$ cat config.mk
export PLATFORM = sky130hd
export DESIGN_NAME = dqs_front
export DESIGN_NICKNAME = d
export VERILOG_FILES = /design/src/rtl/core/dqs_pkg.sv /design/src/rtl/core/dqs_front.sv
export SDC_FILE = /design/constraint.sdc
export NUM_CORES = 1
export LEC_CHECK = 0
export BUFFER_PORTS_ARGS = -buffer_cell sky130_fd_sc_hd__buf_2
export CORE_MARGIN = 2
export CORE_UTILIZATION = 55
export DETAILED_ROUTE_END_ITERATION = 12
export PLACE_DENSITY = 0.86
export SLEW_MARGIN = 15
export SYNTH_ARGS = -nofsm -noshare
export SYNTH_HDL_FRONTEND = slang
export SYNTH_SLANG_ARGS = --single-unit
$ cat constraint.sdc
create_clock -name clock -period 6.8 [get_ports clock]
set_input_delay 0.68 -clock clock [delete_from_list [all_inputs] [get_ports clock]]
set_output_delay 0.68 -clock clock [all_outputs]
set_load 0.05 [all_outputs]
$ cat src/rtl/core/dqs_pkg.sv
// dqs_pkg: shared types and constants of the discrete quantile search block.
// No dependencies; imported by every module under rtl/core.
`default_nettype none

package dqs_pkg;

   // Field widths
   localparam int LEN_W   = 11;   // table_length register
   localparam int ENTRY_W = 10;   // entry_index and quantile_index
   localparam int VALUE_W = 32;   // signed Q15.16 values

   // Configuration port
   localparam int CSR_DATA_W = 32;
   localparam int CSR_ADDR_W = 2;
   localparam logic [CSR_ADDR_W-1:0] CSR_TABLE_LENGTH = 2'd0;
   localparam logic [LEN_W-1:0]      LEN_RESET        = 11'd1024;

   // Action codes on the input beat
   localparam logic ACT_WRITE = 1'b0;
   localparam logic ACT_QUERY = 1'b1;

   // Classified operation handed from front to back
   typedef enum logic [1:0] {
      OP_WRITE,
      OP_QUERY,
      OP_SKIP
   } op_type;

   typedef struct packed {
      op_type                     op;
      logic [ENTRY_W-1:0]         index;
      logic signed [VALUE_W-1:0]  value;
      logic signed [VALUE_W-1:0]  level;
   } cmd_type;

   typedef struct packed {
      logic [ENTRY_W-1:0] quantile_index;
      logic               beyond_max;
   } rsp_type;

   // Back-end sequencer
   typedef enum logic [1:0] {
      BK_IDLE,
      BK_CHECK,
      BK_PROBE,
      BK_FINAL
   } back_state_type;

endpackage

`default_nettype wire

$ cat src/rtl/core/dqs_front.sv
// dqs_front: accepts input beats, classifies them and holds them in a
// two-entry command queue for the back end. Depends on dqs_pkg.
`default_nettype none

module dqs_front #(
   parameter int TABLE_DEPTH = 1024
) (
   input  wire logic                                  clock,
   input  wire logic                                  reset,
   input  wire logic                                  push,
   output logic                                       full,
   input  wire logic                                  req_action,
   input  wire logic [dqs_pkg::ENTRY_W-1:0]           req_entry_index,
   input  wire logic signed [dqs_pkg::VALUE_W-1:0]    req_entry_value,
   input  wire logic signed [dqs_pkg::VALUE_W-1:0]    req_query_level,
   output logic                                       cmd_valid,
   output dqs_pkg::cmd_type                           cmd,
   input  wire logic                                  cmd_pop
);
   import dqs_pkg::*;

   cmd_type    slot_ff [2];
   logic       wr_ptr_ff, wr_ptr_in;
   logic       rd_ptr_ff, rd_ptr_in;
   logic [1:0] count_ff, count_in;
   cmd_type    incoming;
   logic       do_push, do_pop;

   // Classify the beat; writes past the table are dropped in the back end
   always_comb begin
      incoming.index = req_entry_index;
      incoming.value = req_entry_value;
      incoming.level = req_query_level;
      if (req_action == ACT_QUERY) begin
         incoming.op = OP_QUERY;
      end else if (int'(req_entry_index) < TABLE_DEPTH) begin
         incoming.op = OP_WRITE;
      end else begin
         incoming.op = OP_SKIP;
      end
   end

   assign full      = (count_ff == 2'd2);
   assign cmd_valid = (count_ff != 2'd0);
   assign cmd       = slot_ff[rd_ptr_ff];
   assign do_push   = push && !full;
   assign do_pop    = cmd_pop && cmd_valid;

   // Queue pointers and occupancy
   always_comb begin
      wr_ptr_in = do_push ? !wr_ptr_ff : wr_ptr_ff;
      rd_ptr_in = do_pop  ? !rd_ptr_ff : rd_ptr_ff;
      unique case ({do_push, do_pop})
         2'b10:   count_in = count_ff + 2'd1;
         2'b01:   count_in = count_ff - 2'd1;
         default: count_in = count_ff;
      endcase
   end

   always_ff @(posedge clock) begin
      if (reset) begin
         wr_ptr_ff <= 1'b0;
         rd_ptr_ff <= 1'b0;
         count_ff  <= 2'd0;
      end else begin
         wr_ptr_ff <= wr_ptr_in;
         rd_ptr_ff <= rd_ptr_in;
         count_ff  <= count_in;
      end
   end

   // Payload storage
   always_ff @(posedge clock) begin
      if (do_push) begin
         slot_ff[wr_ptr_ff] <= incoming;
      end
   end

endmodule

`default_nettype wire

==> impl_results.md <==
* Largest net degree at the start of global routing at 76
* Synthesis-stage register bit count at approximately 160
* Arrival @ worst endpoint at ~2.2 ns
* Fin. Hold Viols at 0
* Synthesis Warnings at 0
* Run status: finished, final reports clean
* DRC at 0
* Clk_lat worst skew at roughly 0.51 ns
* Final number of setup-violating endpoints at 0
* Setup Crit Path Kind: flop to output port
* Number of global-route vias before repair at 3027
* Synthesized netlist net count at roughly 340
* Unrepaired setup endpoints after global routing: no
* First-pass iteration count of the detailed router at 4
* Fraction of the yosys area taken by sequential cells at a little over 80%
* Largest delay contributor family on the critical path: flip-flops
* Post-CTS sizing at 0
* CTS tree: yes
* Tot GR Track Use at ~18%
* Number of unique standard cell types used by synthesis at 20
* Tightest Hold Check Type: primary input to flop
* Total number of clock tree sinks at roughly 160
* Total clock buffers created by CTS at 17
* Depth of the CTS H-tree at 4
* Cell at the slowest stage of the critical path: sky130_fd_sc_hd__dfxtp_4
* Aggregate routed wire length at ~9.6 mm
* Detailed-route via count at 2904
* Global-route wire length before repair at ~15 mm
* Synthesis-to-layout area growth at 26.1%
* Synth Area per Inst at around 22 um^2
* Number of antenna violations at the first check in global routing at 1
* Clock root cell: sky130_fd_sc_hd__clkbuf_8
* Transition time at the pin with the least slew margin at roughly 1.0 ns
* Largest stage delay on the critical path at between 0.9 and 1 ns
* Fmax achieved at roughly 0.35 GHz
* Final Max Slew Viols at 0
* CP Max Fanout at between 70 and 80
* Static leakage at ~2.7 nW
* Per-cell routed wire length at roughly 17 um
* Peak supply drop at between 400 and 500 uV
* Max-cap violations at 0
* Remaining global-route overflow at 0
* Initial Util at 57.2%
* IO buf count at approximately 160
* Dpl hpwl at a little over 6 mm
* Placement Rows at 36
* Width of the die at around 110 um
* Initial drt markers at between 100 and 150
* Chain of cells forming the critical path: mux2_2, buf_2
* Die Area at between 10000 and 15000 um^2
* Power density cells at approximately 460 nW/um^2
* Worst Path Required at ~6.1 ns
* Final estimated routing congestion in global placement at roughly 0.7
* I/O pin cnt at between 150 and 200
* CP Buf/Inv Count at 1
* Shortest clock period the worst path allows after layout at about 2.9 ns
* Post-CTS Repair Setup Buffers at 0
* Clock slew at the register clock pins of the worst setup and hold paths at approximately 0.060 ns
* Post-Synthesis Cells at around 260
* Count of fill cells added during filler insertion at around 630
* Ratio of cells with drive above 1 in the final layout at 60.1%
* Height of the chip at roughly 110 um
* Max Buffers Root-to-Sink at 2
* Diodes inserted at 0
* Worst slew margin relative to its limit at 30.8%
* Area of the mapped netlist at approximately 5600 um^2
* Placeable core region at 9860 um^2
* Worst-case clock skew at between 0.005 and 0.006 ns
* Kind of end point of the critical path: output port
* Final cycle utilization of the critical path at around 42%
* Final-layout worst hold slack at between 0.3 and 0.4 ns
* Sum of negative setup slack at 0 ns
* Per-cell via count in the routed design at between 5 and 6
* Hold-fix buffers at CTS at 0
* Count of nets left with antenna violations after detail routing at 0
* Net count reported at finish at slightly above 500
* Type of element launching the critical path: flop
[stage by stage]
| stage | util (%) | instances | power (mW) | cell area [um^2] | worst slack [ns] |
|---|---|---|---|---|---|
| after global placement | 66.3 | 541 | 2.40 | 6540 | 4.39 |
| after detailed placement | 66.3 | 541 | 2.43 | 6540 | 4.35 |
| after CTS | 72.1 | 572 | 3.32 | 7110 | 3.90 |
| after floorplan | - | 261 | 2.20 | 5640 | 3.83 |
| final | 72.1 | 572 | 3.29 | 7110 | 3.94 |
| after global routing | 72.1 | 572 | 3.42 | 7110 | 3.82 |
[layout make-up]
class / count / area (um^2) / share of cell area, %
Multi-Input combinational cell: 94 / 968 / 13.6
Inverter: 3 / 12.5 / 0.176
Sequential cell: 155 / 4610 / 64.8
Clock buffer: 19 / 422 / 5.93
Clock inverter: 12 / 150 / 2.11
Tap cell: 133 / 166 / 2.34
Timing Repair Buffer: 156 / 783 / 11.0
[cells in the mapped netlist, drive strengths merged]
cell type,n,share of area [%]
mux2,75,15
xnor2,2,0.31
ha,1,0.22
dfxtp,5,1.8
a21oi,2,0.18
o21ai,2,0.18
nor2,3,0.20
edfxtp,150,80
inv,3,0.20
or3,2,0.22
nand2,1,0.066
or2,1,0.11
nand2b,1,0.16
conb,1,0.066
o21a,1,0.13
xor2,1,0.16
buf,9,1.1
and3,1,0.11
[cells by family after synthesis]
logic type,Yosys count,share of synthesized area [%]
flip-flops,155,81.7
XOR/XNOR,3,0.466
buffers and inverters,12,1.26
multiplexers,75,15.0
AND/OR/NAND/NOR,9,0.865
AO/OA/AOI/OAI,5,0.488
adder cells (fa/ha/maj),1,0.222
other,1,0.0665
[power breakdown]
part           leakage (nW)  internal, mW  switching, mW
logic                 0.956         0.311          0.781
clock network         0.265         0.554          0.339
registers              1.45          1.21         0.0987
[layer usage]
layer  global-route usage (%)  part of all wire (%)  vias to the layer above
li1                         -                     -                     1355
met1                     20.3                    39                     1420
met2                     30.0                    53                      115
met3                     7.36                   7.5                       12
met4                     6.67                   1.1                        2
met5                        0                  0.14                        -
[state kept, by name, indices dropped and copies added, names as in the netlist, named ones only]
name / count
slot_ff: 150
count_ff: 2
rd_ptr_ff: 1
wr_ptr_ff: 1
[path summary, 6_finish.rpt]
check             depth (start not counted)           startpoint             end  slack [ns]
setup reg to reg                          5          count_ff[0]  slot_ff[0][63]        4.58
hold reg to reg                           2            rd_ptr_ff       rd_ptr_ff        0.51
hold / removal                            1  req_query_level[17]  slot_ff[0][17]        0.36
setup / recovery                          2                 flop         cmd[22]        3.94
[cells in the final DEF (no fill, tap or decap), drive strengths merged]
| cell type | n |
|---|---|
| conb | 1 |
| o21a | 1 |
| ha | 1 |
| dfxtp | 5 |
| xor2 | 1 |
| or3 | 2 |
| inv | 2 |
| o21ai | 2 |
| and3 | 1 |
| clkbuf | 19 |
| nor2 | 3 |
| clkinv | 6 |
| nand2 | 1 |
| buf | 156 |
| xnor2 | 2 |
| or2 | 1 |
| nand2b | 1 |
| a21oi | 2 |
| mux2 | 75 |
| clkinvlp | 4 |
| edfxtp | 150 |
| bufinv | 3 |
Note: power is estimated with default switching activity, not from simulation.
