### config.mk
export PLATFORM = sky130hd
export DESIGN_NAME = dqs_rsp_fifo
export DESIGN_NICKNAME = d
export VERILOG_FILES = /design/src/rtl/core/dqs_pkg.sv /design/src/rtl/core/dqs_rsp_fifo.sv
export SDC_FILE = /design/constraint.sdc
export NUM_CORES = 1
export LEC_CHECK = 0
export ABC_AREA = 1
export BUFFER_PORTS_ARGS = -buffer_cell sky130_fd_sc_hd__buf_2
export CAP_MARGIN = 20
export CORE_ASPECT_RATIO = 0.9
export CORE_MARGIN = 4
export CORE_UTILIZATION = 50
export DETAILED_ROUTE_END_ITERATION = 10
export PLACE_DENSITY = 0.79
export SLEW_MARGIN = 25
export SYNTH_ARGS = -nofsm -noshare
export SYNTH_HDL_FRONTEND = slang
export SYNTH_SLANG_ARGS = --single-unit
### constraint.sdc
create_clock -name clock -period 1.7 [get_ports clock]
set_input_delay 0.17 -clock clock [delete_from_list [all_inputs] [get_ports clock]]
set_output_delay 0.17 -clock clock [all_outputs]
set_load 0.05 [all_outputs]
### src/rtl/core/dqs_pkg.sv
// dqs_pkg: shared types and constants of the discrete quantile search block.
// No dependencies; imported by every module under rtl/core.
`default_nettype none

package dqs_pkg;

   // Field widths
   localparam int LEN_W   = 11;   // table_length register
   localparam int ENTRY_W = 10;   // entry_index and quantile_index
   localparam int VALUE_W = 32;   // signed Q15.16 values

   // Configuration port
   localparam int CSR_DATA_W = 32;
   localparam int CSR_ADDR_W = 2;
   localparam logic [CSR_ADDR_W-1:0] CSR_TABLE_LENGTH = 2'd0;
   localparam logic [LEN_W-1:0]      LEN_RESET        = 11'd1024;

   // Action codes on the input beat
   localparam logic ACT_WRITE = 1'b0;
   localparam logic ACT_QUERY = 1'b1;

   // Classified operation handed from front to back
   typedef enum logic [1:0] {
      OP_WRITE,
      OP_QUERY,
      OP_SKIP
   } op_type;

   typedef struct packed {
      op_type                     op;
      logic [ENTRY_W-1:0]         index;
      logic signed [VALUE_W-1:0]  value;
      logic signed [VALUE_W-1:0]  level;
   } cmd_type;

   typedef struct packed {
      logic [ENTRY_W-1:0] quantile_index;
      logic               beyond_max;
   } rsp_type;

   // Back-end sequencer
   typedef enum logic [1:0] {
      BK_IDLE,
      BK_CHECK,
      BK_PROBE,
      BK_FINAL
   } back_state_type;

endpackage

`default_nettype wire

### src/rtl/core/dqs_rsp_fifo.sv
// dqs_rsp_fifo: two-entry result queue between the back end and the
// result port. Depends on dqs_pkg.
`default_nettype none

module dqs_rsp_fifo (
   input  wire logic                          clock,
   input  wire logic                          reset,
   input  wire logic                          rsp_push,
   input  wire dqs_pkg::rsp_type              rsp_data,
   output logic                               rsp_full,
   output logic                               empty,
   input  wire logic                          pop,
   output logic [dqs_pkg::ENTRY_W-1:0]        rsp_quantile_index,
   output logic                               rsp_beyond_max
);
   import dqs_pkg::*;

   rsp_type    slot_ff [2];
   logic       wr_ptr_ff, wr_ptr_in;
   logic       rd_ptr_ff, rd_ptr_in;
   logic [1:0] count_ff, count_in;
   logic       do_push, do_pop;

   assign rsp_full           = (count_ff == 2'd2);
   assign empty              = (count_ff == 2'd0);
   assign do_push            = rsp_push && !rsp_full;
   assign do_pop             = pop && !empty;
   assign rsp_quantile_index = slot_ff[rd_ptr_ff].quantile_index;
   assign rsp_beyond_max     = slot_ff[rd_ptr_ff].beyond_max;

   // Pointers and occupancy
   always_comb begin
      wr_ptr_in = do_push ? !wr_ptr_ff : wr_ptr_ff;
      rd_ptr_in = do_pop  ? !rd_ptr_ff : rd_ptr_ff;
      unique case ({do_push, do_pop})
         2'b10:   count_in = count_ff + 2'd1;
         2'b01:   count_in = count_ff - 2'd1;
         default: count_in = count_ff;
      endcase
   end

   always_ff @(posedge clock) begin
      if (reset) begin
         wr_ptr_ff <= 1'b0;
         rd_ptr_ff <= 1'b0;
         count_ff  <= 2'd0;
      end else begin
         wr_ptr_ff <= wr_ptr_in;
         rd_ptr_ff <= rd_ptr_in;
         count_ff  <= count_in;
      end
   end

   always_ff @(posedge clock) begin
      if (do_push) begin
         slot_ff[wr_ptr_ff] <= rsp_data;
      end
   end

endmodule

`default_nettype wire

==> impl_results.html <==
<table>
<tr><th>Metric</th><th>Value</th></tr>
<tr><th colspan="2">Outcome</th></tr>
<tr><td>Outcome</td><td>complete, no violations</td></tr>
<tr><th colspan="2">Global routing</th></tr>
<tr><td>Initial antenna violation count</td><td>0</td></tr>
<tr><td>First-pass GRT wire length</td><td>roughly 3000 um</td></tr>
<tr><td>Pin count of the biggest net entering global routing</td><td>15</td></tr>
<tr><td>Via count of the first global-routing pass</td><td>695</td></tr>
<tr><td>Leftover overflow at the end of global routing</td><td>0</td></tr>
<tr><td>Global router's overall resource usage</td><td>0.140</td></tr>
<tr><th colspan="2">Drt</th></tr>
<tr><td>Antenna-violating nets left</td><td>0</td></tr>
<tr><td>Via density per instance</td><td>4.98</td></tr>
<tr><td>Residual DRC</td><td>0</td></tr>
<tr><td>WL/cell</td><td>approximately 14 um</td></tr>
<tr><td>Total wire length</td><td>1800 um</td></tr>
<tr><td>Vias</td><td>653</td></tr>
<tr><td>Violation count after the first detailed-routing iteration</td><td>18</td></tr>
<tr><td>Drt pass-1 iters</td><td>4</td></tr>
<tr><th colspan="2">Logic synthesis</th></tr>
<tr><td>Number of unique standard cell types used by synthesis</td><td>15</td></tr>
<tr><td>Yosys top cell by area</td><td>sky130_fd_sc_hd__edfxtp_1</td></tr>
<tr><td>Total number of yosys warnings</td><td>0</td></tr>
<tr><td>Share of the yosys chip area belonging to registers</td><td>0.714</td></tr>
<tr><td>Area share of the leading cell type in the synthesized netlist</td><td>0.620</td></tr>
<tr><td>Mapped cell area</td><td>around 1100 um^2</td></tr>
<tr><td>Largest cells by area after synthesis</td><td>sky130_fd_sc_hd__edfxtp_1 (62%), sky130_fd_sc_hd__mux2_2 (12%), sky130_fd_sc_hd__dfxtp_1 (9.4%)</td></tr>
<tr><td>Number of register bits inferred by synthesis</td><td>27</td></tr>
<tr><td>Cells after Synth</td><td>74</td></tr>
<tr><td>Syn avg cell area</td><td>between 10 and 15 um^2</td></tr>
<tr><td>Mapped Nets</td><td>90</td></tr>
<tr><th colspan="2">Timing</th></tr>
<tr><td>Final hold viol count</td><td>0</td></tr>
<tr><td>Final count of negative-setup-slack endpoints</td><td>0</td></tr>
<tr><td>Peak Freq</td><td>between 0.6 and 0.7 GHz</td></tr>
<tr><td>Final worst slack</td><td>0.145 ns</td></tr>
<tr><td>Final period utilization</td><td>0.915</td></tr>
<tr><td>Crit path time final</td><td>~1.6 ns</td></tr>
<tr><td>Max-slew violation count</td><td>0</td></tr>
<tr><td>Slew at the pin closest to its max-slew limit</td><td>0.454 ns</td></tr>
<tr><td>Total negative slack</td><td>0 ns</td></tr>
<tr><td>Clock skew after layout</td><td>around 0.0037 ns</td></tr>
<tr><td>Worst slew margin relative to its limit</td><td>0.697</td></tr>
<tr><td>Unrepaired setup endpoints after global routing</td><td>false</td></tr>
<tr><th colspan="2">Placement</th></tr>
<tr><td>Port buffer count</td><td>27</td></tr>
<tr><td>Last weighted congestion value of the routability-driven placer</td><td>about 0.66</td></tr>
<tr><td>Post-Place Worst Slack</td><td>0.276 ns</td></tr>
<tr><td>DP Wirelength</td><td>1410 um</td></tr>
<tr><th colspan="2">CTS</th></tr>
<tr><td>Clock root buffer</td><td>sky130_fd_sc_hd__clkbuf_4</td></tr>
<tr><td>Clock Sink Count</td><td>27</td></tr>
<tr><td>Post-CTS clock slew at the launch and capture registers of the worst setup and hold paths</td><td>0.13 ns</td></tr>
<tr><td>H-Tree Level Count</td><td>1</td></tr>
<tr><td>Post-cts gate resize count</td><td>1</td></tr>
<tr><td>Clock Path Buffers</td><td>2</td></tr>
<tr><td>Cts bufs inserted</td><td>3</td></tr>
<tr><td>TritonCTS clock tree</td><td>yes</td></tr>
<tr><td>Cts hold-fix bufs</td><td>0</td></tr>
<tr><td>Clock network latency to the later pin of the worst-skew pair</td><td>0.30 ns</td></tr>
<tr><td>Setup fix buffers added after clock tree synthesis</td><td>0</td></tr>
<tr><th colspan="2">Power and ir drop</th></tr>
<tr><td>Standby leakage power</td><td>0.523 nW</td></tr>
<tr><td>Cell Pwr Density</td><td>1380 nW/um^2</td></tr>
<tr><td>Worst IR Drop VDD</td><td>0.796 mV</td></tr>
<tr><th colspan="2">Critical path</th></tr>
<tr><td>Kind of capture point of the worst setup path</td><td>output port</td></tr>
<tr><td>Worst reg2reg startpoint</td><td>count_ff[0]</td></tr>
<tr><td>Worst setup path class</td><td>reg2out</td></tr>
<tr><td>Crit path arrival time</td><td>1.39 ns</td></tr>
<tr><td>Capturing point of the worst reg2reg path</td><td>count_ff[1]</td></tr>
<tr><td>Register-to-register path setup slack</td><td>between 0.2 and 0.25 ns</td></tr>
<tr><td>Required time of the worst setup path</td><td>~1.5 ns</td></tr>
<tr><td>Type of element launching the critical path</td><td>flop</td></tr>
<tr><td>Highest fanout seen on the critical path</td><td>11</td></tr>
<tr><td>Depth of the worst register-to-register path</td><td>9</td></tr>
<tr><th colspan="2">Finish</th></tr>
<tr><td>Area growth syn-to-layout</td><td>18.9%</td></tr>
<tr><td>Fraction of layout cells with a size suffix above 1</td><td>0.481</td></tr>
<tr><td>Final standard cell utilization of the core</td><td>0.643</td></tr>
<tr><td>Antenna Cells</td><td>0</td></tr>
<tr><td>Final nets</td><td>123</td></tr>
<tr><th colspan="2">Die</th></tr>
<tr><td>Floorplan Core Area</td><td>1970 um^2</td></tr>
<tr><td>Die X</td><td>56.6 um</td></tr>
<tr><td>Number of placement rows</td><td>15</td></tr>
<tr><td>Vert. Die Dim</td><td>51.8 um</td></tr>
<tr><td>Top-level port count</td><td>28</td></tr>
<tr><td>Initial Utilization</td><td>0.540</td></tr>
<tr><td>Full die area</td><td>2930 um^2</td></tr>
<tr><th colspan="2">Worst hold path</th></tr>
<tr><td>Worst hold path stage count</td><td>1</td></tr>
<tr><td>Type of the worst min-delay path</td><td>in2reg</td></tr>
<tr><td>Hold Path End</td><td>slot_ff[1][2]</td></tr>
<tr><td>Hold path start</td><td>rsp_data[2]</td></tr>
<tr><th colspan="2">Run</th></tr>
<tr><td>Max-cap check violation count</td><td>0</td></tr>
</table>
synthesized netlist by cell type (all sizes together):
master,count
a21oi,1
buf,1
dfxtp,5
edfxtp,22
ha,1
inv,9
mux2,11
nand2,8
nand4,1
nor2,14
o21ai,1
cell usage in the layout, fill, tap and decap left out:
| cell | n |
|---|---|
| sky130_fd_sc_hd__clkbuf_4 | 3 |
| sky130_fd_sc_hd__mux2_2 | 11 |
| sky130_fd_sc_hd__clkbuf_1 | 1 |
| sky130_fd_sc_hd__o21ai_0 | 1 |
| sky130_fd_sc_hd__buf_2 | 27 |
| sky130_fd_sc_hd__dfxtp_1 | 4 |
| sky130_fd_sc_hd__inv_1 | 7 |
| sky130_fd_sc_hd__ha_1 | 1 |
| sky130_fd_sc_hd__nand2_1 | 7 |
| sky130_fd_sc_hd__nor2_4 | 3 |
| sky130_fd_sc_hd__nand4_1 | 1 |
| sky130_fd_sc_hd__nor2_1 | 10 |
| sky130_fd_sc_hd__nand2_2 | 1 |
| sky130_fd_sc_hd__nor2_2 | 1 |
| sky130_fd_sc_hd__edfxtp_1 | 22 |
| sky130_fd_sc_hd__a21oi_1 | 1 |
| sky130_fd_sc_hd__dfxtp_2 | 1 |
| sky130_fd_sc_hd__buf_4 | 2 |
| sky130_fd_sc_hd__inv_2 | 2 |
final cells by class:
| type | instances | area, um^2 |
|---|---|---|
| Sequential cell | 27 | 762 |
| Fill cell | 167 | 704 |
| Multi-Input combinational cell | 37 | 263 |
| Timing Repair Buffer | 29 | 150 |
| Inverter | 9 | 33.8 |
| Tap cell | 25 | 31.3 |
| Clock buffer | 4 | 26.3 |
worst max-delay path by stage:
| stage | start | end | cells after the start |
|---|---|---|---|
| finish | flop | rsp_quantile_index[2] | 2 |
| global route | flop | rsp_quantile_index[9] | 2 |
| CTS | flop | rsp_quantile_index[2] | 2 |
| detailed placement | count_ff[0] | count_ff[1] | 9 |
| global placement | count_ff[0] | slot_ff[1][4] | 4 |
| floorplan | count_ff[0] | count_ff[1] | 8 |
sequential cells by signal, indices dropped and copies added (netlist names), named ones only:
signal,flops
count_ff,2
rd_ptr_ff,1
slot_ff,22
wr_ptr_ff,1
critical path: stages (launching register included):
cell	delay, ns
sky130_fd_sc_hd__dfxtp_2	0.50
sky130_fd_sc_hd__mux2_2	0.37
sky130_fd_sc_hd__buf_2	0.21
stage by stage:
step	instance area [um^2]	hold slack, ns	power [mW]	cells
after floorplan	1060	0.269	1.38	74
after global placement	1240	0.358	1.49	127
after detailed placement	1240	0.363	1.52	127
after CTS	1270	0.0431	1.77	131
after global routing	1270	0.0134	1.86	131
final	1270	0.0441	1.75	131
logic make-up after synthesis:
family / synth area share
AO/OA/AOI/OAI: 0.00939
adder cells (fa/ha/maj): 0.0117
buffers and inverters: 0.0388
flip-flops: 0.714
multiplexers: 0.116
AND/OR/NAND/NOR: 0.109
power breakdown:
part	total [mW]	internal (mW)	switching, mW
Clock	0.254	0.0913	0.163
Combinational	0.624	0.184	0.440
Sequential	0.874	0.810	0.0636
Total	1.75	1.09	0.666
routing by layer:
| metal | global-route usage | wire [um] | up-vias |
|---|---|---|---|
| li1 | - | - | 321 |
| met2 | 0.267 | 986 | 15 |
| met3 | 0.0397 | 101 | 2 |
| met1 | 0.146 | 690 | 315 |
| met5 | 0 | 0 | - |
| met4 | 0.0474 | 17 | 0 |
(Power assumes the default switching activity.)
